**src/rtl/core/skt_pkg.sv**
```systemverilog
// Shared types and constants of the sorted key table.
`timescale 1ns / 1ps
`default_nettype none
package skt_pkg;

   // Raw key as it arrives on the request channel
   localparam int RAW_KEY_BYTES = 19;
   localparam int RAW_KEY_W     = 8 * RAW_KEY_BYTES;
   localparam int ENTRY_COUNT_W = 7;

   // Operation codes
   localparam logic CMD_INSERT = 1'b0;
   localparam logic CMD_LOOKUP = 1'b1;

   // Status codes
   localparam logic STATUS_DONE = 1'b0;
   localparam logic STATUS_FULL = 1'b1;

   typedef struct packed {
      logic        cmd;
      logic [63:0] key_hi;
      logic [63:0] key_mid;
      logic [23:0] key_lo;
   } req_type;

   typedef struct packed {
      logic                     found;
      logic                     status;
      logic [ENTRY_COUNT_W-1:0] entry_count;
   } rsp_type;

   // Broadcast control from the top level to every cell
   typedef struct packed {
      logic cmp_en;
      logic ins_en;
   } cell_ctl_type;

endpackage
`default_nettype wire

```
**src/rtl/core/skt_key_norm.sv**
```systemverilog
// Key normalizer: zero every byte from the first zero byte on and keep the leading KEY_BYTES bytes.
`timescale 1ns / 1ps
`default_nettype none
module skt_key_norm #(
   parameter int KEY_BYTES = 19
) (
   input  wire skt_pkg::req_type    req,
   output logic [8*KEY_BYTES-1:0]   key
);
   import skt_pkg::*;

   logic [RAW_KEY_W-1:0] raw;
   logic [RAW_KEY_W-1:0] clean;

   assign raw = {req.key_hi, req.key_mid, req.key_lo};

   // Mark the string end and clear every byte after it
   always_comb begin
      logic ended;
      ended = 1'b0;
      clean = '0;
      for (int i = 0; i < RAW_KEY_BYTES; i++) begin
         if (raw[RAW_KEY_W-1-8*i -: 8] == 8'd0) begin
            ended = 1'b1;
         end
         if (!ended) begin
            clean[RAW_KEY_W-1-8*i -: 8] = raw[RAW_KEY_W-1-8*i -: 8];
         end
      end
   end

   // Keep the leading KEY_BYTES bytes
   assign key = clean[RAW_KEY_W-1 -: 8*KEY_BYTES];

endmodule
`default_nettype wire

```
**config.mk**
```make
export PLATFORM = sky130hd
export DESIGN_NAME = skt_key_norm
export DESIGN_NICKNAME = d
export VERILOG_FILES = /design/src/rtl/core/skt_pkg.sv /design/src/rtl/core/skt_key_norm.sv
export SDC_FILE = /design/constraint.sdc
export NUM_CORES = 1
export LEC_CHECK = 0
export ABC_CLOCK_PERIOD_IN_PS = 1850
export BUFFER_PORTS_ARGS = -buffer_cell sky130_fd_sc_hd__buf_2
export CORE_AREA = 2 2 120 122
export DETAILED_ROUTE_END_ITERATION = 8
export DIE_AREA = 0 0 122 124
export PLACE_DENSITY = 0.5
export RECOVER_POWER = 100
export SYNTH_ARGS = -nofsm -noshare
export SYNTH_HDL_FRONTEND = slang
export SYNTH_SLANG_ARGS = --single-unit
```
**constraint.sdc**
```tcl
create_clock -name vclk -period 1.85
set_clock_uncertainty 0.15 [all_clocks]
set_input_delay 0.0925 -clock vclk [all_inputs]
set_output_delay 0.0925 -clock vclk [all_outputs]
set_load 0.1 [all_outputs]
```
==> summary.txt, run 1 <==
Outcome
  • Status: complete, but fails checks
  • Failing checks: negative setup slack

Place
  • PortBufs: between 300 and 400
  • Pre-CTS WS: -0.404 ns
  • GPL Wtd Cong: 0.845
  • Post-Place Cell Area: 5700 µm²
  • Dpl hpwl: ~11000 µm

STA
  • RSZ-0062 raised after global routing: true
  • Fmax: slightly above 500 MHz
  • Fin crit period: between 1.5 and 2 ns
  • Final Slew Violations: 0
  • Final setup viols: just under 90
  • Worst slew pin tran: around 1.2 ns
  • Setup ws final: -0.0780 ns
  • Final hold viol count: 0
  • Period utilization: 104%
  • Max_slew headroom: between 20% and 30%

Routing
  • Routed len/inst: around 18 µm
  • Initial drt markers: 90
  • Initial DRT Pass Iterations: 4
  • Vias: roughly 3500
  • Post-Route WL: 14100 µm
  • Routed Antenna Nets: 0
  • DRC Markers: 0
  • Via density: 4.48

Clocking
  • Cts-stage hold buffer count: 0

Final layout
  • Clock buffer count: 0
  • # nets final: about 750
  • Commonest cells after routing, fill and taps aside: buf_2 (149), buf_12 (122), buf_4 (63), and2_4 (47), and4_4 (34)
  • Antenna fix cells: 0
  • Final instance area: 6150 µm²
  • Final Core Density: between 40 and 50%
  • Seq cells: 0
  • Area grow syn2layout: 273%
  • Sequential cell area: 0 µm²
  • Layout cell share with drive strength beyond 1: 87.0%
  • Filler instances: around 1300
  • Most common cell after layout, fill and taps aside: buf_2

Synth
  • Post-synth top area share: 17.0%
  • Synth cell types: 22
  • Post-Syn Area: about 1600 µm²
  • Synth Net Count: 397
  • Register area share after synthesis: 0%
  • Post-synth top area cell: and4_1
  • Yosys warnings: 0
  • Synthesized area per cell: approximately 6.8 µm²
  • Cell count after synthesis: between 200 and 250
  • Synth area leaders: and4_1 (17%), and2_1 (16%), and3_1 (13%), nor4_1 (11%), and2_4 (9.0%)

Setup path
  • CP Capture Type: output pin
  • Slowest cell on the critical path: or4_4
  • CP arrival: 1.69 ns
  • CP startpoint kind: input port
  • Slowest Stage Delay on Critical Path: about 0.54 ns
  • Worst Path Class, Setup: input port to output pin
  • CP required: between 1.5 and 2 ns
  • CP cell instances: buf_6, or4_4, nor2_4, a21oi_2, and4_4, and4_2, buf_12
  • Crit path max fanout: 6
  • Crit path buffers/inverters: 2
  • Largest delay share family, worst path: simple AND/OR/NAND/NOR gates

Floorplan
  • Effective utilization at floorplan: 12.0%
  • Chip width: 122 µm
  • # IOs: roughly 300
  • Die area: approximately 15000 µm²
  • Rows: 43
  • Core area: ~14000 µm²
  • Die height: ~120 µm

Global route
  • First-pass GRT wire length: ~19000 µm
  • GRT Util Overall: about 17%
  • Antenna violations before repair: 0
  • Congestion Overflow GR: 0
  • Largest net degree at the start of global routing: 25
  • Vias in the first global route: about 3600

Power and ir drop
  • Worst vdd ir: between 0.2 and 0.3 mV
  • PwrDens: 517 nW/µm²
  • Leak: ~3.0 nW

Job
  • Max-cap violations: 0

Hold path
  • HP Class: input port to output pin
metrics by stage:
stage	power (mW)	instances	hold slack, ns	setup TNS [ns]
6_report	3.18	772	0.427	-2.15
4_1_cts	3.15	766	0.427	-4.65
2_1_floorplan	1.92	244	0.243	-4.88
5_1_grt	3.26	772	0.438	-9.71
3_3_place_gp	3.07	757	0.418	-36.70
3_5_place_dp	3.08	757	0.423	-34.16
path summary, 6_finish.rpt:
kind	from	slack, ns	depth (start not counted)	end
max	req[118]	-0.08	7	key[0]
min	req[64]	0.43	3	key[64]
cell families (layout without fill, tap and decap cells):
kind of cell	Yosys count	count (layout)	synth area share (%)
compound gates	4	8	1.21
buf+inv	38	374	14.9
simple gates	202	210	83.9
what timing repair did:
| item | 4_1_cts | 5_1_grt |
|---|---|---|
| setup endpoints to repair | 118 | 119 |
| endpoints found under the hold margin | 0 | 0 |
| resized for setup | 65 | 43 |
| cloned | 7 | 5 |
| pin swaps | 21 | 42 |
| buffers inserted | 2 | 1 |
cells in the mapped netlist, drive strengths merged:
| master | number |
|---|---|
| nand3 | 1 |
| nand2 | 11 |
| a21oi | 4 |
| and3 | 46 |
| nor4 | 30 |
| nand4 | 1 |
| clkbuf | 14 |
| or4 | 6 |
| inv | 8 |
| nor3 | 8 |
| nor2 | 3 |
| buf | 15 |
| and4 | 33 |
| dlygate4sd1 | 1 |
| and2 | 63 |
routing by layer:
layer,up-vias,wire length (µm),global-route usage [%]
li1,1637,-,-
met1,1589,4660,16.7
met2,214,7640,33.4
met3,17,1530,5.22
met4,0,257,2.37
met5,-,0,0
layout make-up:
type	instances	area, µm²	area share (%)
inverters	8	30.0	0.488
well taps	180	225	3.66
repair buffers	366	3840	62.5
multi-input cells	218	2050	33.4
report_power, final:
part | switching (mW) | total (mW) | internal (mW)
Sequential | 0 | 0 | 0
Clock | 0 | 0 | 0
Combinational | 2.04 | 3.18 | 1.14
(Power assumes the default switching activity.)
==> run 2, diff against run 1 <==
--- a/config.mk
+++ b/config.mk
@@ -5,12 +5,13 @@
 export SDC_FILE = /design/constraint.sdc
 export NUM_CORES = 1
 export LEC_CHECK = 0
+export ABC_AREA = 1
 export ABC_CLOCK_PERIOD_IN_PS = 1850
 export BUFFER_PORTS_ARGS = -buffer_cell sky130_fd_sc_hd__buf_2
-export CORE_AREA = 2 2 120 122
+export CORE_AREA = 2 2 118 120
 export DETAILED_ROUTE_END_ITERATION = 8
-export DIE_AREA = 0 0 122 124
-export PLACE_DENSITY = 0.5
+export DIE_AREA = 0 0 120 122
+export PLACE_DENSITY = 0.52
 export RECOVER_POWER = 100
 export SYNTH_ARGS = -nofsm -noshare
 export SYNTH_HDL_FRONTEND = slang
==> run 2 against run 1 <==
Compared with the run above: the run still ends with negative setup slack left; sequential cell count unchanged; combinational power increased by 7.5%; cell count increased by 26%; core utilization increased by 8.4 points; setup slack got worse by 0.29 ns; synthesized cell count increased by 62%; power increased by 7.7%; via count increased by 9.5%; first-iteration DRC count decreased by 28%; wire length decreased by 6.7%; die area decreased by 3.2%; hold slack got worse by 0.028 ns; largest power group unchanged; highest routed layer unchanged.
==> summary.txt, run 2 <==
Routing
  • Post-Route WL: 13200 µm (-6.7%)
  • Initial DRT Pass Iterations: 4 (unchanged)
  • Vias: 3787 (+9.5%)
  • Routed len/inst: 13.5 µm (-26%)
  • Via density: 3.90 (-13%)
  • Initial drt markers: 65 (-28%)
  • Routed Antenna Nets: 0 (unchanged)
  • DRC Markers: 0 (unchanged)

STA
  • Max_slew headroom: 20.1% (-1.9 points)
  • Setup TNS: -14.02 ns (-11.87 ns)
  • Final setup viols: 66 (-26%)
  • Final Slew Violations: 0 (unchanged)
  • Setup ws final: -0.364 ns (-0.286 ns)
  • Final hold viol count: 0 (unchanged)
  • Fmax: 452 MHz (-13%)
  • Fin crit period: 2.21 ns (+0.286 ns)
  • Period utilization: 120% (+15 points)
  • Worst slew pin tran: 1.20 ns (+0.0286 ns)
  • RSZ-0062 raised after global routing: true

Synth
  • Synthesized area per cell: 4.29 µm² (-37%)
  • Cell count after synthesis: 396 (+62%)
  • Post-synth top area share: 34.9% (+18 points)
  • Yosys warnings: 0 (unchanged)
  • Synth Net Count: 549 (+38%)
  • Synth cell types: 14 (-36%)
  • Top-count cell post-synth: inv_1
  • Post-synth top area cell: inv_1
  • Top cells by count, synth: inv_1 (158), nor2_1 (153), nand2_1 (26), nor4_1 (26), clkbuf_1 (8)
  • Synth area leaders: inv_1 (35%), nor2_1 (34%), nor4_1 (9.6%), nand2_1 (5.7%), nand4_4 (5.0%)
  • Post-Syn Area: 1700 µm² (+3.0%)
  • Register area share after synthesis: 0% (unchanged)

Outcome
  • Failing checks: negative setup slack
  • Status: complete, but fails checks

Floorplan
  • Chip width: 120 µm (-1.6%)
  • # IOs: 305 (unchanged)
  • Die height: 122 µm (-1.6%)
  • Die area: 14600 µm² (-3.2%)
  • Core area: 13500 µm² (-1.6%)
  • Effective utilization at floorplan: 12.6% (+0.55 points)
  • Rows: 43 (unchanged)

Final layout
  • Clock buffer count: 0 (unchanged)
  • Non-filler cells, final: 972 (+26%)
  • Sequential cell area: 0 µm² (unchanged)
  • Layout cell share with drive strength beyond 1: 71.1% (-16 points)
  • Commonest cells after routing, fill and taps aside: inv_1 (145), buf_2 (138), buf_12 (135), nor2_4 (89), buf_4 (84)
  • Area grow syn2layout: 323%
  • Seq cells: 0 (unchanged)
  • # nets final: 945 (+27%)
  • Most common cell after layout, fill and taps aside: inv_1

Place
  • Dpl hpwl: 12100 µm (+12%)
  • PortBufs: 304 (unchanged)
  • Dpl cells: 961 (+27%)
  • Pre-CTS WS: -0.525 ns (-0.121 ns)
  • GPL Wtd Cong: 0.854 (+1.1%)

Setup path
  • Largest delay share family, worst path: simple AND/OR/NAND/NOR gates
  • Worst Path Class, Setup: input port to output pin
  • CP arrival: 1.97 ns (+0.28 ns)
  • Crit path launch: req[133]
  • CP startpoint kind: input port
  • Slowest Stage Delay on Critical Path: 0.20 ns (-0.34 ns)
  • CP required: 1.61 ns (about the same)
  • Worst Setup EP: key[5]
  • Slowest cell on the critical path: nor2_4
  • Crit path max fanout: 8 (+2)
  • CP cell instances: buf_8, inv_6, nand2_2, nor2_1, nand2_2, nand3_4, nor2_4, nand4_4, nor2_4, nand4_4, nor2_4, nand4_4, nor2_4, nand4_4, buf_12, nor2_4, buf_12
  • Most frequent CP cell: nor2_4
  • Levels on crit path: 17 (+10)
  • CP Capture Type: output pin
  • Crit path buffers/inverters: 4 (+2)

Global route
  • GRT Util Overall: 16.6% (+0.043 points)
  • Congestion Overflow GR: 0 (unchanged)
  • Antenna violations before repair: 2 (+2)
  • First-pass GRT wire length: 19200 µm (-1.6%)
  • Vias in the first global route: 3871 (+8.4%)
  • Largest net degree at the start of global routing: 10 (-60%)

Power and ir drop
  • PwrDens: 477 nW/µm² (-7.8%)
  • Worst vdd ir: 0.292 mV (+6.5%)
  • Total power: 3.42 mW (+7.7%)
  • Leak: 3.86 nW (+31%)

Hold path
  • HP Class: input port to output pin

Clocking
  • Cts-stage hold buffer count: 0 (unchanged)

Job
  • Max-cap violations: 0 (unchanged)
==> run 2: cell types whose count changed in the layout (fill, tap and decap cells not counted), sizes merged, moves of 6 or more <==
| cell | delta |
|---|---|
| a21oi | -8 |
| and2 | -63 |
| and3 | -49 |
| and4 | -38 |
| buf | +47 |
| clkbuf | -11 |
| inv | +151 |
| nand2 | +17 |
| nand3 | +6 |
| nand4 | +8 |
| nor2 | +154 |
| nor3 | -6 |
| or4 | -6 |
==> run 2: worst min-delay path by stage <==
stage	startpoint	endpoint	slack, ns	cells after the start
after floorplan	req[10]	key[10]	0.23	2
after global placement	req[84]	key[84]	0.39	4
after detailed placement	req[42]	key[42]	0.40	4
after CTS	req[84]	key[84]	0.40	4
after global routing	req[46]	key[46]	0.41	4
final	req[46]	key[46]	0.40	4
==> run 2: kinds of logic (layout without fill, tap and decap cells) <==
| family | after synthesis | in the layout | synth area share [%] |
|---|---|---|---|
| and+or+nand+nor | 229 | 229 | 63.1 |
| other | 0 | 2 | 0 |
| buffers and inverters | 167 | 561 | 36.9 |
==> run 2: report_power, final <==
group	switching (mW)	leakage, nW	internal [mW]
combinational	2.23	3.86	1.19
clock	0	0.0000127	0.000000145
sequential	0	0	0
==> run 2: final cells by class <==
class	count	area, µm²
fill	1222	6320
timing repair buffer	402	4440
inverter	159	629
antenna	2	5.00
multi-input combinational	229	1880
tap	180	225
==> run 2: timing repair <==
action,4_1_cts,5_1_grt
gates resized for setup,42,53
pin swaps,5,8
buffers inserted,4,5
endpoints found under the setup margin,77,84
==> run 2: routing by layer <==
metal / up-vias / wire length [µm] / GRT usage [%] / part of all wire [%]
li1: 1902 / - / - / -
met1: 1667 / 3560 / 13.1 / 27
met2: 198 / 7640 / 36.1 / 58
met3: 20 / 1680 / 7.54 / 13
met4: 0 / 276 / 2.94 / 2.1
met5: - / 0 / 0 / 0
==> run 2: through the flow <==
step | hold WS, ns | cell area [µm²] | util [%]
2_1_floorplan | 0.230 | 2340 | -
3_3_place_gp | 0.395 | 6720 | 49.7
3_5_place_dp | 0.397 | 6720 | 49.7
4_1_cts | 0.399 | 6940 | 51.4
5_1_grt | 0.414 | 7180 | 53.2
6_report | 0.399 | 7180 | 53.2
==> run 2: tightest hold or removal path, delay by kind of cell <==
| family | cells | cell delay [ns] |
|---|---|---|
| AND/OR/NAND/NOR | 1 | 0.05 |
| buffers and inverters | 3 | 0.32 |
