## src/rtl/core/skt_pkg.sv

```systemverilog
// Shared types and constants of the sorted key table.
`timescale 1ns / 1ps
`default_nettype none
package skt_pkg;

   // Raw key as it arrives on the request channel
   localparam int RAW_KEY_BYTES = 19;
   localparam int RAW_KEY_W     = 8 * RAW_KEY_BYTES;
   localparam int ENTRY_COUNT_W = 7;

   // Operation codes
   localparam logic CMD_INSERT = 1'b0;
   localparam logic CMD_LOOKUP = 1'b1;

   // Status codes
   localparam logic STATUS_DONE = 1'b0;
   localparam logic STATUS_FULL = 1'b1;

   typedef struct packed {
      logic        cmd;
      logic [63:0] key_hi;
      logic [63:0] key_mid;
      logic [23:0] key_lo;
   } req_type;

   typedef struct packed {
      logic                     found;
      logic                     status;
      logic [ENTRY_COUNT_W-1:0] entry_count;
   } rsp_type;

   // Broadcast control from the top level to every cell
   typedef struct packed {
      logic cmp_en;
      logic ins_en;
   } cell_ctl_type;

endpackage
`default_nettype wire

```

## src/rtl/core/skt_cell.sv

```systemverilog
// One table cell: holds a key, compares it with the request key, shifts on insert.
`timescale 1ns / 1ps
`default_nettype none
module skt_cell #(
   parameter int KEY_W = 152,
   parameter int CNT_W = 7,
   parameter int IDX   = 0
) (
   input  wire                      clock,
   input  wire skt_pkg::cell_ctl_type ctl,
   input  wire  [CNT_W-1:0]         count,
   input  wire  [KEY_W-1:0]         cmp_key,
   input  wire  [KEY_W-1:0]         new_key,
   input  wire  [KEY_W-1:0]         prev_key,
   input  wire                      prev_gt,
   output logic [KEY_W-1:0]         key_out,
   output logic                     gt_out,
   output logic                     eq_out
);
   import skt_pkg::*;

   logic [KEY_W-1:0] key_ff;
   logic [KEY_W-1:0] key_in;
   logic             gt_ff;
   logic             gt_in;
   logic             eq_ff;
   logic             eq_in;
   logic             occupied;
   logic             at_end;
   logic             move;

   assign occupied = (CNT_W'(IDX) < count);
   assign at_end   = (CNT_W'(IDX) == count);

   // Compare stored key against the request key at transfer
   assign gt_in = occupied && (key_ff > cmp_key);
   assign eq_in = occupied && (key_ff == cmp_key);

   // Shift up when the stored key is larger, or take the free slot at the end
   assign move = (occupied && gt_ff) || at_end;

   always_comb begin
      key_in = key_ff;
      if (ctl.ins_en && move) begin
         key_in = prev_gt ? prev_key : new_key;
      end
   end

   always_ff @(posedge clock) begin
      key_ff <= key_in;
      if (ctl.cmp_en) begin
         gt_ff <= gt_in;
         eq_ff <= eq_in;
      end
   end

   assign key_out = key_ff;
   assign gt_out  = gt_ff;
   assign eq_out  = eq_ff;

endmodule
`default_nettype wire

```

## config.mk

```make
export PLATFORM = sky130hd
export DESIGN_NAME = skt_cell
export DESIGN_NICKNAME = d
export VERILOG_FILES = /design/src/rtl/core/skt_pkg.sv /design/src/rtl/core/skt_cell.sv
export SDC_FILE = /design/constraint.sdc
export NUM_CORES = 1
export LEC_CHECK = 0
export ABC_CLOCK_PERIOD_IN_PS = 9350
export BUFFER_PORTS_ARGS = -buffer_cell sky130_fd_sc_hd__buf_2
export CELL_PAD_IN_SITES_DETAIL_PLACEMENT = 0
export CELL_PAD_IN_SITES_GLOBAL_PLACEMENT = 1
export CORE_AREA = 2 2 240 242
export CTS_BUF_LIST = sky130_fd_sc_hd__clkbuf_8 sky130_fd_sc_hd__clkbuf_16
export CTS_CLUSTER_SIZE = 12
export DETAILED_ROUTE_END_ITERATION = 6
export DIE_AREA = 0 0 242 244
export PLACE_DENSITY = 0.56
export SYNTH_ARGS = -nofsm -noshare
export SYNTH_HDL_FRONTEND = slang
export SYNTH_SLANG_ARGS = --single-unit
```

## constraint.sdc

```tcl
create_clock -name clock -period 9.35 [get_ports clock]
set_clock_uncertainty 0.2 [all_clocks]
set_input_delay 0.4675 -clock clock [delete_from_list [all_inputs] [get_ports clock]]
set_output_delay 0.4675 -clock clock [all_outputs]
set_load 0.05 [all_outputs]
```

==> reports/results.ini, run 1 <==
[worst_setup_path]
cp.arrival_ns=3.62
worst_setup_path_start_kind=flip-flop
worstPathMaxFanout=3
critPathKind=flip-flop to flip-flop
critPathCaptureType=flip-flop
crit_required_ns=9.49

[detailed_routing]
vias_per_cell=3.97
antenna_left=0
detail_route.iter0.violations=215
route.detailed.drc=0
wirelength_um=42700
dr.pass1.iters=4
dr_total_vias=9020
wire_per_inst_um=18.8

[global_routing]
grt_pass1_wl_um=61200
antenna_found_initial=8
gr-total-overflow=0
grt_use_total=0.143
grt_max_degree=63
grt_pass1_vias=9610

[clock_network]
cts_max_path_buffers=2
cts-root-buf=clkbuf_16
clkLatencyLatePin_ns=0.48
clk_pin_slew_ns=0.07
cts_sinks=154
cts_tree=done
cts-resized-gates=0
cts_buffers=17
htreeDepth=4

[worst_hold_path]
min_path_type=primary input to flip-flop

[power_and_ir_drop]
power_density_mw_per_mm2=142
leakagePower_nw=7.32
peakVddDrop_uv=139
fin_total_pwr_w=0.00212

[logic_synthesis]
synthFlopType=edfxtp_1
synth.top_cell.area_share=0.451
syn-cell-area_mm2=0.0102
synthArstFlopShare=0
synth_top_cell_by_area=edfxtp_1
synthTopCellsByArea=edfxtp_1 (45%), ha_1 (19%), mux2_2 (17%), inv_1 (5.8%), a21oi_1 (2.9%)
ys.warnings.count=0
avgSynthCellArea_um2=11.8
yosysSeqAreaShare=0.451
synth_cell_types=34
synthesis.nets=1491
ys_seq_elements=154
synth_edf_count=154
synthCells=872

[timing]
fmax_mhz=288
slew_violations=0
fin_crit_sh=0.372
tns_ns=0
min_period_ns=3.48
finalHoldViolations=0
worstMarginPinSlew_ns=0.889
slew_headroom=0.408
setup_viol=0
hold_ws_ns=0.0845
grt_setup_unrepaired=no

[place]
dp_hpwl_um=36900
port_buffers=620
gp_congestion=0.897

[run_status]
outcome=complete, no violations

[cells_and_area]
syn2layout_area_growth_pct=45.3
finalNetCount=2118
drive_above_1_share=0.537

[die]
die_area_mm2=0.0590
die_y_um=244
io-pin-count=621
core-area_mm2=0.0562
die_x_um=242
initial_core_util=0.182
rows=87

[flow_run]
maxCapViolations=0

## flip-flops by register name, indices dropped and copies added, names as in the netlist
signal / count
key_out: 152
eq_out: 1
gt_out: 1
## cell usage in the layout, fill, tap and decap left out, drive strengths merged
cell type    netlist  routed
a21oi             60      60
and4               1       1
clkinv             0       6
bufinv             0       3
o221ai             1       1
inv              158     162
or4                2       2
and2               1       1
o21ai             28      28
a21o              24      24
nor2              12      12
nor3               4       4
clkbuf            17      17
dlygate4sd3        0       1
nand4             35      35
nor4               8       8
ha               152     152
a2bb2oi            1       1
a211oi             5       5
nor2b              3       3
o211ai             1       1
a221o              1       1
o21a               3       3
nand2b             1       1
a2111oi            1       1
clkinvlp           0       2
o31ai              1       1
or2                1       1
mux2             152     152
a221oi             5       5
or3                2       2
diode              0       2
a31oi              2       2
nand3              4       4
edfxtp           154     154
nand2             32      32
buf                0     624
## path summary, 6_finish.rpt
path	to	slack [ns]	start	cells after the start
max	gt_out	5.87	key_out[69]	8
min	key_out[34]	0.08	new_key[34]	2
max reg2reg	gt_out	5.87	key_out[69]	8
min reg2reg	gt_out	0.83	key_out[151]	4
## stage by stage
step	worst slack (ns)	cells	instance area, um^2	utilization
finish	5.87	2270	14900	0.265
global route	5.63	2268	14900	0.265
CTS	5.77	2268	14900	0.265
detailed placement	5.66	2235	14300	0.254
global placement	5.66	2235	14300	0.254
floorplan	3.88	872	10200	-
## kinds of logic (layout without fill, tap and decap cells)
group | count (synthesis) | in the layout | share of synthesized area
fa+ha+maj | 152 | 152 | 0.186
compound gates | 133 | 133 | 0.0769
mux | 152 | 152 | 0.167
buf+inv | 175 | 815 | 0.0641
other cells | 0 | 2 | 0
simple gates | 106 | 106 | 0.0551
flops | 154 | 154 | 0.451
## Yosys cell counts, types with 2 or more instances
cell type / n
a21oi_1: 60
a31oi_1: 2
nor3_1: 4
nand3_1: 4
ha_1: 152
inv_1: 158
or3_1: 2
nand4_1: 34
edfxtp_1: 154
a211oi_1: 5
nand2_1: 32
nor2b_1: 3
mux2_2: 152
a221oi_1: 5
o21a_1: 3
nor4_1: 7
clkbuf_1: 17
a21o_1: 24
nor2_1: 12
o21ai_0: 28
## what timing repair did
item	CTS	global route
setup buffers	0	0
hold endpoints to repair	2	0
hold buffers	1	0
## per-layer routing
metal / vias up / wire, um / part of all wire / global-route usage
met5: - / 11 / 0.00026 / 0
met4: 2 / 507 / 0.012 / 0.0358
met3: 29 / 3130 / 0.073 / 0.0473
met2: 399 / 22000 / 0.52 / 0.263
met1: 4143 / 17100 / 0.40 / 0.158
li1: 4447 / - / - / -
## report_power, final
group	total [W]	switching [W]	internal, W	leakage, nW
Sequential	0.000842	0.0000272	0.000815	1.44
Combinational	0.000525	0.000317	0.000208	5.59
Clock	0.000748	0.000329	0.000419	0.295
## critical path, cell delays in order (launching register included)
cell	delay, ns
edfxtp_1	0.42
ha_1	0.33
nand4_1	0.13
nor4_1	0.73
nand4_1	0.47
a31oi_1	0.29
nor2_1	0.06
a31oi_1	0.53
o21a_1	0.18
## area by class of cell
cell class	instances	area, um^2
clock inverter	15	173
tap	756	946
antenna	2	5.00
fill	6047	41300
multi-input combinational	543	4970
inverter	158	593
timing repair buffer	625	3150
clock buffer	17	425
sequential	154	4620
(Power assumes the default switching activity.)
==> run 2, diff against run 1 <==
ABC_CLOCK_PERIOD_IN_PS = 3200   (was 9350)
CORE_AREA = 2 2 244 246   (was 2 2 240 242)
DIE_AREA = 0 0 246 248   (was 0 0 242 244)
PLACE_DENSITY = 0.55   (was 0.56)
clock period = 3.2 ns   (was 9.35 ns; I/O delays follow)
==> run 2 against run 1 <==
Effect of this change: via count up 14%; global-route usage down 0.47 points; worst hold slack got worse by 0.0015 ns; register-to-register slack worse by 5.7 ns; sequential share of layout area down 5.6 points.
==> reports/results.ini, run 2 (synthesis gave the netlist of run 1 again) <==
[run_status]
outcome=complete, no violations

[flow_run]
maxCapViolations=0  ; unchanged

[worst_setup_path]
critPathKind=flip-flop to flip-flop
worstPathMaxFanout=2  ; -1
crit_required_ns=3.24  ; -6.25 ns
path_cells=ha_1 > a21o_1 > a21o_1 > a21oi_1 > o21ai_0 > o21ai_0 > a31oi_1 > buf_4 > o21a_1
timing.rr.start=key_out[77]
crit_path_top_delay_cell=o21ai_0
cp.arrival_ns=3.06  ; -0.56 ns
critPathCaptureType=flip-flop
path_buf_inv=1  ; +1
worst_setup_path_start_kind=flip-flop
cp_slowest_stage_delay_ns=0.61  ; -0.12 ns
cp_top_family=compound AO/OA/AOI/OAI gates
crit_start=key_out[77]

[power_and_ir_drop]
peakVddDrop_uv=419  ; +200%
power_density_mw_per_mm2=359  ; +150%
leakagePower_nw=8.67  ; +18%
fin_total_pwr_w=0.00652  ; +210%

[cells_and_area]
register_area_mm2=0.00462  ; unchanged
final_util=0.310  ; +0.0453
multi_input_area_mm2=0.00498  ; +0.18%
layout.cells.most_common=buf_2
layout_common_cells=buf_2 (619), dlygate4sd3_1 (305), inv_1 (159), edfxtp_1 (154)
finalNetCount=2438  ; +15%
syn2layout_area_growth_pct=77.1
stdcell_count=2607  ; +15%
nFillCells=6097  ; +0.83%
drive_above_1_share=0.451  ; -0.0857
largest_reg_flops=152  ; unchanged

[clock_network]
cts-root-buf=clkbuf_16
htreeDepth=4  ; unchanged
cts_sinks=154  ; unchanged
clkLatencyLatePin_ns=0.48  ; about the same
clk_pin_slew_ns=0.07  ; about the same
cts_buffers=17  ; unchanged
cts_max_path_buffers=2  ; unchanged
cts_tree=done

[timing]
tns_ns=0  ; unchanged
fin_ws_ns=0.175  ; -5.70 ns
fin_crit_sh=0.945  ; +0.574
fmax_mhz=331  ; +15%
slew_headroom=0.556  ; +0.148
slew_violations=0  ; unchanged
setup_viol=0  ; unchanged
worstMarginPinSlew_ns=0.660  ; -0.229 ns
min_period_ns=3.03  ; -0.451 ns
finalHoldViolations=0  ; unchanged
grt_setup_unrepaired=no

[place]
dpl_worst_slack_ns=-0.222  ; -5.88 ns
dp_hpwl_um=35200  ; -4.6%
gp_congestion=0.815  ; -9.1%
port_buffers=620  ; unchanged
dp.cells=2268  ; +1.5%

[die]
core-area_mm2=0.0585  ; +4.1%
die_area_mm2=0.0610  ; +3.3%
rows=89  ; +2.3%
io-pin-count=621  ; unchanged
initial_core_util=0.175  ; -0.00716
die_y_um=248  ; +1.6%
die_x_um=246  ; +1.7%

[global_routing]
grt_max_degree=71  ; +13%
grt_pass1_vias=10863  ; +13%
grt_pass1_wl_um=61300  ; +0.20%
grt_use_total=0.138  ; -0.00471
antenna_found_initial=11  ; +3
gr-total-overflow=0  ; unchanged

[worst_hold_path]
min_path_type=primary input to flip-flop
min_from=ctl[0]

[detailed_routing]
met2_length_um=23000  ; +4.3%
wirelength_um=43600  ; +2.1%
routed.top_layer=met5
wire_per_inst_um=16.7  ; -11%
route.detailed.drc=0  ; unchanged
vias_per_cell=3.95  ; -0.62%
antenna_left=0  ; unchanged
dr.pass1.iters=7  ; +3
dr_total_vias=10295  ; +14%
wl_met1_um=15400  ; -9.8%
met3_length_um=3590  ; +15%
detail_route.iter0.violations=206  ; -4.2%

run 2: path summary, 6_finish.rpt:
check | slack, ns | cells after the start | to
max | 0.17 | 9 | gt_out
max reg2reg | 0.17 | 9 | gt_out
min | 0.08 | 3 | key_out[150]
min reg2reg | 0.81 | 2 | key_out[150]
run 2: metal layers:
metal	global-route usage	vias to the layer above
met3	0.0519	75
li1	-	5092
met1	0.129	4698
met5	0	-
met4	0.0676	12
met2	0.263	418
run 2: through the flow:
stage / area (um^2) / hold WS [ns]
after CTS: 18100 / 0.0536
after detailed placement: 14500 / 0.209
after global routing: 18100 / 0.0705
after floorplan: 10300 / 0.0725
final: 18100 / 0.0830
after global placement: 14500 / 0.205
run 2: cell type report:
class / count / area share
Timing Repair Buffer: 945 / 0.352
Multi-Input combinational cell: 543 / 0.275
Sequential cell: 154 / 0.255
Tap cell: 773 / 0.0533
Inverter: 158 / 0.0327
Clock buffer: 17 / 0.0234
Clock inverter: 13 / 0.00855
Antenna cell: 4 / 0.000552
run 2: report_power, final:
| group | switching, W | internal (W) | total, W |
|---|---|---|---|
| clock | 0.000928 | 0.00121 | 0.00214 |
| combinational | 0.00101 | 0.000934 | 0.00194 |
| sequential | 0.0000680 | 0.00238 | 0.00245 |
run 2: what timing repair did:
action	in CTS	in global routing
setup endpoints to repair	1	1
endpoints found under the hold margin	154	0
gates resized for setup	2	1
gates cloned	0	0
setup buffers	0	0
hold buffers	305	0
pin swaps	0	0
run 2: worst min-delay path: cells and delay by family:
family                 cells  cell delay, ns
AOI/OAI and AO/OA          1            0.13
buffers and inverters      2            0.27
==> run 3, diff against run 2 <==
BUFFER_PORTS_ARGS = unset   (was -buffer_cell sky130_fd_sc_hd__buf_2)
CORE_AREA = 2 2 245 247   (was 2 2 244 246)
DIE_AREA = 0 0 247 249   (was 0 0 246 248)
DONT_BUFFER_PORTS = 1   (was unset)
PLACE_DENSITY = 0.42   (was 0.55)
RECOVER_POWER = 100   (was unset)
==> run 3 against run 2 <==
Effect of this change: global-route usage fell by 0.88 points; register-to-register slack improved by 0.04 ns; critical path depth shrank 1; first-iteration DRC count is 14% higher; maximum frequency grew 1.4%; die area rose by 0.81%; core utilization decreased by 4.5 points; sequential power hardly changed; clock power is 4% lower; combinational power fell by 19%; critical path type unchanged.
==> reports/results.ini, run 3 (synthesis gave the netlist of run 1 again) <==
[run_status]
outcome=complete, no violations

[timing]
worstMarginPinSlew_ns=1.27  ; +0.607 ns
fin_ws_ns=0.216  ; +0.0416 ns
grt_setup_unrepaired=no
fin_crit_sh=0.932  ; -0.0130
min_period_ns=2.98  ; -0.0416 ns
fmax_mhz=335  ; +1.4%
slew_violations=0  ; unchanged
finalHoldViolations=0  ; unchanged
setup_viol=0  ; unchanged
slew_headroom=0.154  ; -0.402

[die]
core-area_mm2=0.0587  ; +0.38%
rows=89  ; unchanged
die_x_um=247  ; +0.41%
io-pin-count=621  ; unchanged
die_area_mm2=0.0615  ; +0.81%
die_y_um=249  ; +0.40%
initial_core_util=0.175  ; -0.000665

[power_and_ir_drop]
power_frac_comb=0.259  ; -0.038
peakVddDrop_uv=412  ; -1.7%
leakagePower_nw=6.40  ; -26%
p_clk_frac=0.337  ; +0.010
switching_share=0.308  ; +0.00109
p_sw_w=0.00187  ; -6.3%
fin_total_pwr_w=0.00609  ; -6.7%
power_density_mw_per_mm2=392  ; +8.9%
seq_power_share=0.404  ; +0.029
p_int_w=0.00421  ; -6.8%

[worst_setup_path]
path_cells=ha_1 > nand4_1 > nor4_4 > nand3_2 > or4_4 > or3_1 > o221ai_1 > o21a_1
reg2reg_depth=8  ; -1
cp_slowest_stage_delay_ns=0.59  ; -0.02 ns
worst_setup_path_start_kind=flip-flop
worstPathMaxFanout=3  ; +1
crit_path_top_delay_cell=or4_4
critPathCaptureType=flip-flop
crit_required_ns=3.34  ; +0.10 ns
critPathKind=flip-flop to flip-flop
reg2reg_slack_ns=0.22  ; +0.04 ns
cp.arrival_ns=3.13  ; +0.07 ns
r2r_end=gt_out
timing.rr.start=key_out[115]

[detailed_routing]
vias_per_cell=3.99  ; +0.91%
detail_route.iter0.violations=234  ; +14%
dr.pass1.iters=4  ; -3
antenna_left=0  ; unchanged
route.detailed.drc=0  ; unchanged
dr_total_vias=8552  ; -17%
wire_per_inst_um=18.8  ; +12%
wirelength_um=40400  ; -7.5%

[place]
port_buffers=0  ; -100%
dp_hpwl_um=32500  ; -7.7%
dpl_worst_slack_ns=-0.0984  ; +0.123 ns
dp.cells=1807  ; -20%
gp_congestion=0.772  ; -5.2%

[global_routing]
grt_pass1_wl_um=58000  ; -5.3%
gr-total-overflow=0  ; unchanged
grt_use_total=0.130  ; -0.00876
grt_pass1_vias=9641  ; -11%
antenna_found_initial=5  ; -6
grt_max_degree=153  ; +120%

[clock_network]
cts_tree=done
cts_sinks=154  ; unchanged
cts_buffers=17  ; unchanged
htreeDepth=4  ; unchanged
cts_max_path_buffers=2  ; unchanged
clk_pin_slew_ns=0.07  ; about the same
clkLatencyLatePin_ns=0.47  ; about the same
cts-root-buf=clkbuf_16

[cells_and_area]
nFillCells=6292  ; +3.2%
largest_reg_flops=152  ; unchanged
syn2layout_area_growth_pct=51.7
layout_common_cells=dlygate4sd3_1 (306), clkbuf_1 (164), inv_1 (160), edfxtp_1 (154), ha_1 (152)
stdcell_count=2146  ; -18%
finalNetCount=1978  ; -19%
register_area_mm2=0.00462  ; unchanged
drive_above_1_share=0.144  ; -0.307
multi_input_area_mm2=0.00499  ; +0.13%
final_util=0.265  ; -0.0454
layout.cells.most_common=dlygate4sd3_1

[flow_run]
maxCapViolations=0  ; unchanged

[worst_hold_path]
min_to=eq_out
min_from=count[3]
min_path_type=primary input to flip-flop
worstHoldPathCells=3  ; unchanged

-- run 3: cell types whose count changed in the layout (fill, tap and decap cells not counted), moves of 2 or more --
cell / change
buf_4: -6
clkinvlp_4: -2
mux2_1: +2
clkbuf_1: +164
clkinv_2: +2
buf_12: -4
clkbuf_2: +3
buf_2: -618
mux2_2: -2
diode_2: -2
-- run 3: how the worst max path moves through the flow --
stage | start | endpoint | cells past startpoint
after CTS | key_out[77] | gt_out | 9
final | key_out[115] | gt_out | 8
after global placement | key_out[137] | gt_out | 9
after detailed placement | key_out[151] | gt_out | 8
after global routing | key_out[145] | gt_out | 10
after floorplan | key_out[102] | gt_out | 7
-- run 3: power by group through the flow --
stage          clock (W)  combinational, W  sequential, W
3_5_place_dp           0           0.00134        0.00251
2_1_floorplan          0          0.000562        0.00286
5_1_grt          0.00222           0.00172        0.00248
3_3_place_gp           0           0.00135        0.00251
6_report         0.00205           0.00158        0.00246
4_1_cts          0.00216           0.00170        0.00247
-- run 3: worst max-delay path: cells and delay by family, from the launching register on --
kind / cells / cell delay [ns]
compound gates: 2 / 0.34
fa+ha+maj: 1 / 0.34
flops: 1 / 0.40
simple gates: 5 / 1.59
-- run 3: metrics by stage --
step / hold WS (ns) / instance area [um^2] / setup TNS (ns)
CTS: 0.000345 / 16200 / 0
detailed placement: 0.0759 / 12600 / -0.0984
global placement: 0.0762 / 12600 / -0.482
global route: 0.0865 / 15500 / 0
floorplan: 0.0725 / 10300 / 0
finish: 0.0336 / 15500 / 0
-- run 3: layout make-up --
type	instances	area share
timing repair buffer	485	0.245
inverter	158	0.0381
multi-input combinational	543	0.321
sequential	154	0.297
clock inverter	14	0.00853
clock buffer	17	0.0274
tap	773	0.0622
antenna	2	0.000322
-- run 3: repair_timing --
action	CTS	global route
hold buffers	306	0
setup endpoints to repair	1	1
gates resized for setup	2	4
pin swaps	0	1
buffers inserted	0	0
hold endpoints to repair	177	0
-- run 3: layer usage --
layer / global-route usage / part of all wire / routed length (um) / vias to the layer above
met5: 0 / 0.00042 / 17 / -
met4: 0.0356 / 0.016 / 635 / 2
met3: 0.0445 / 0.078 / 3160 / 35
met2: 0.249 / 0.54 / 21700 / 398
met1: 0.130 / 0.37 / 14900 / 3937
li1: - / - / - / 4180
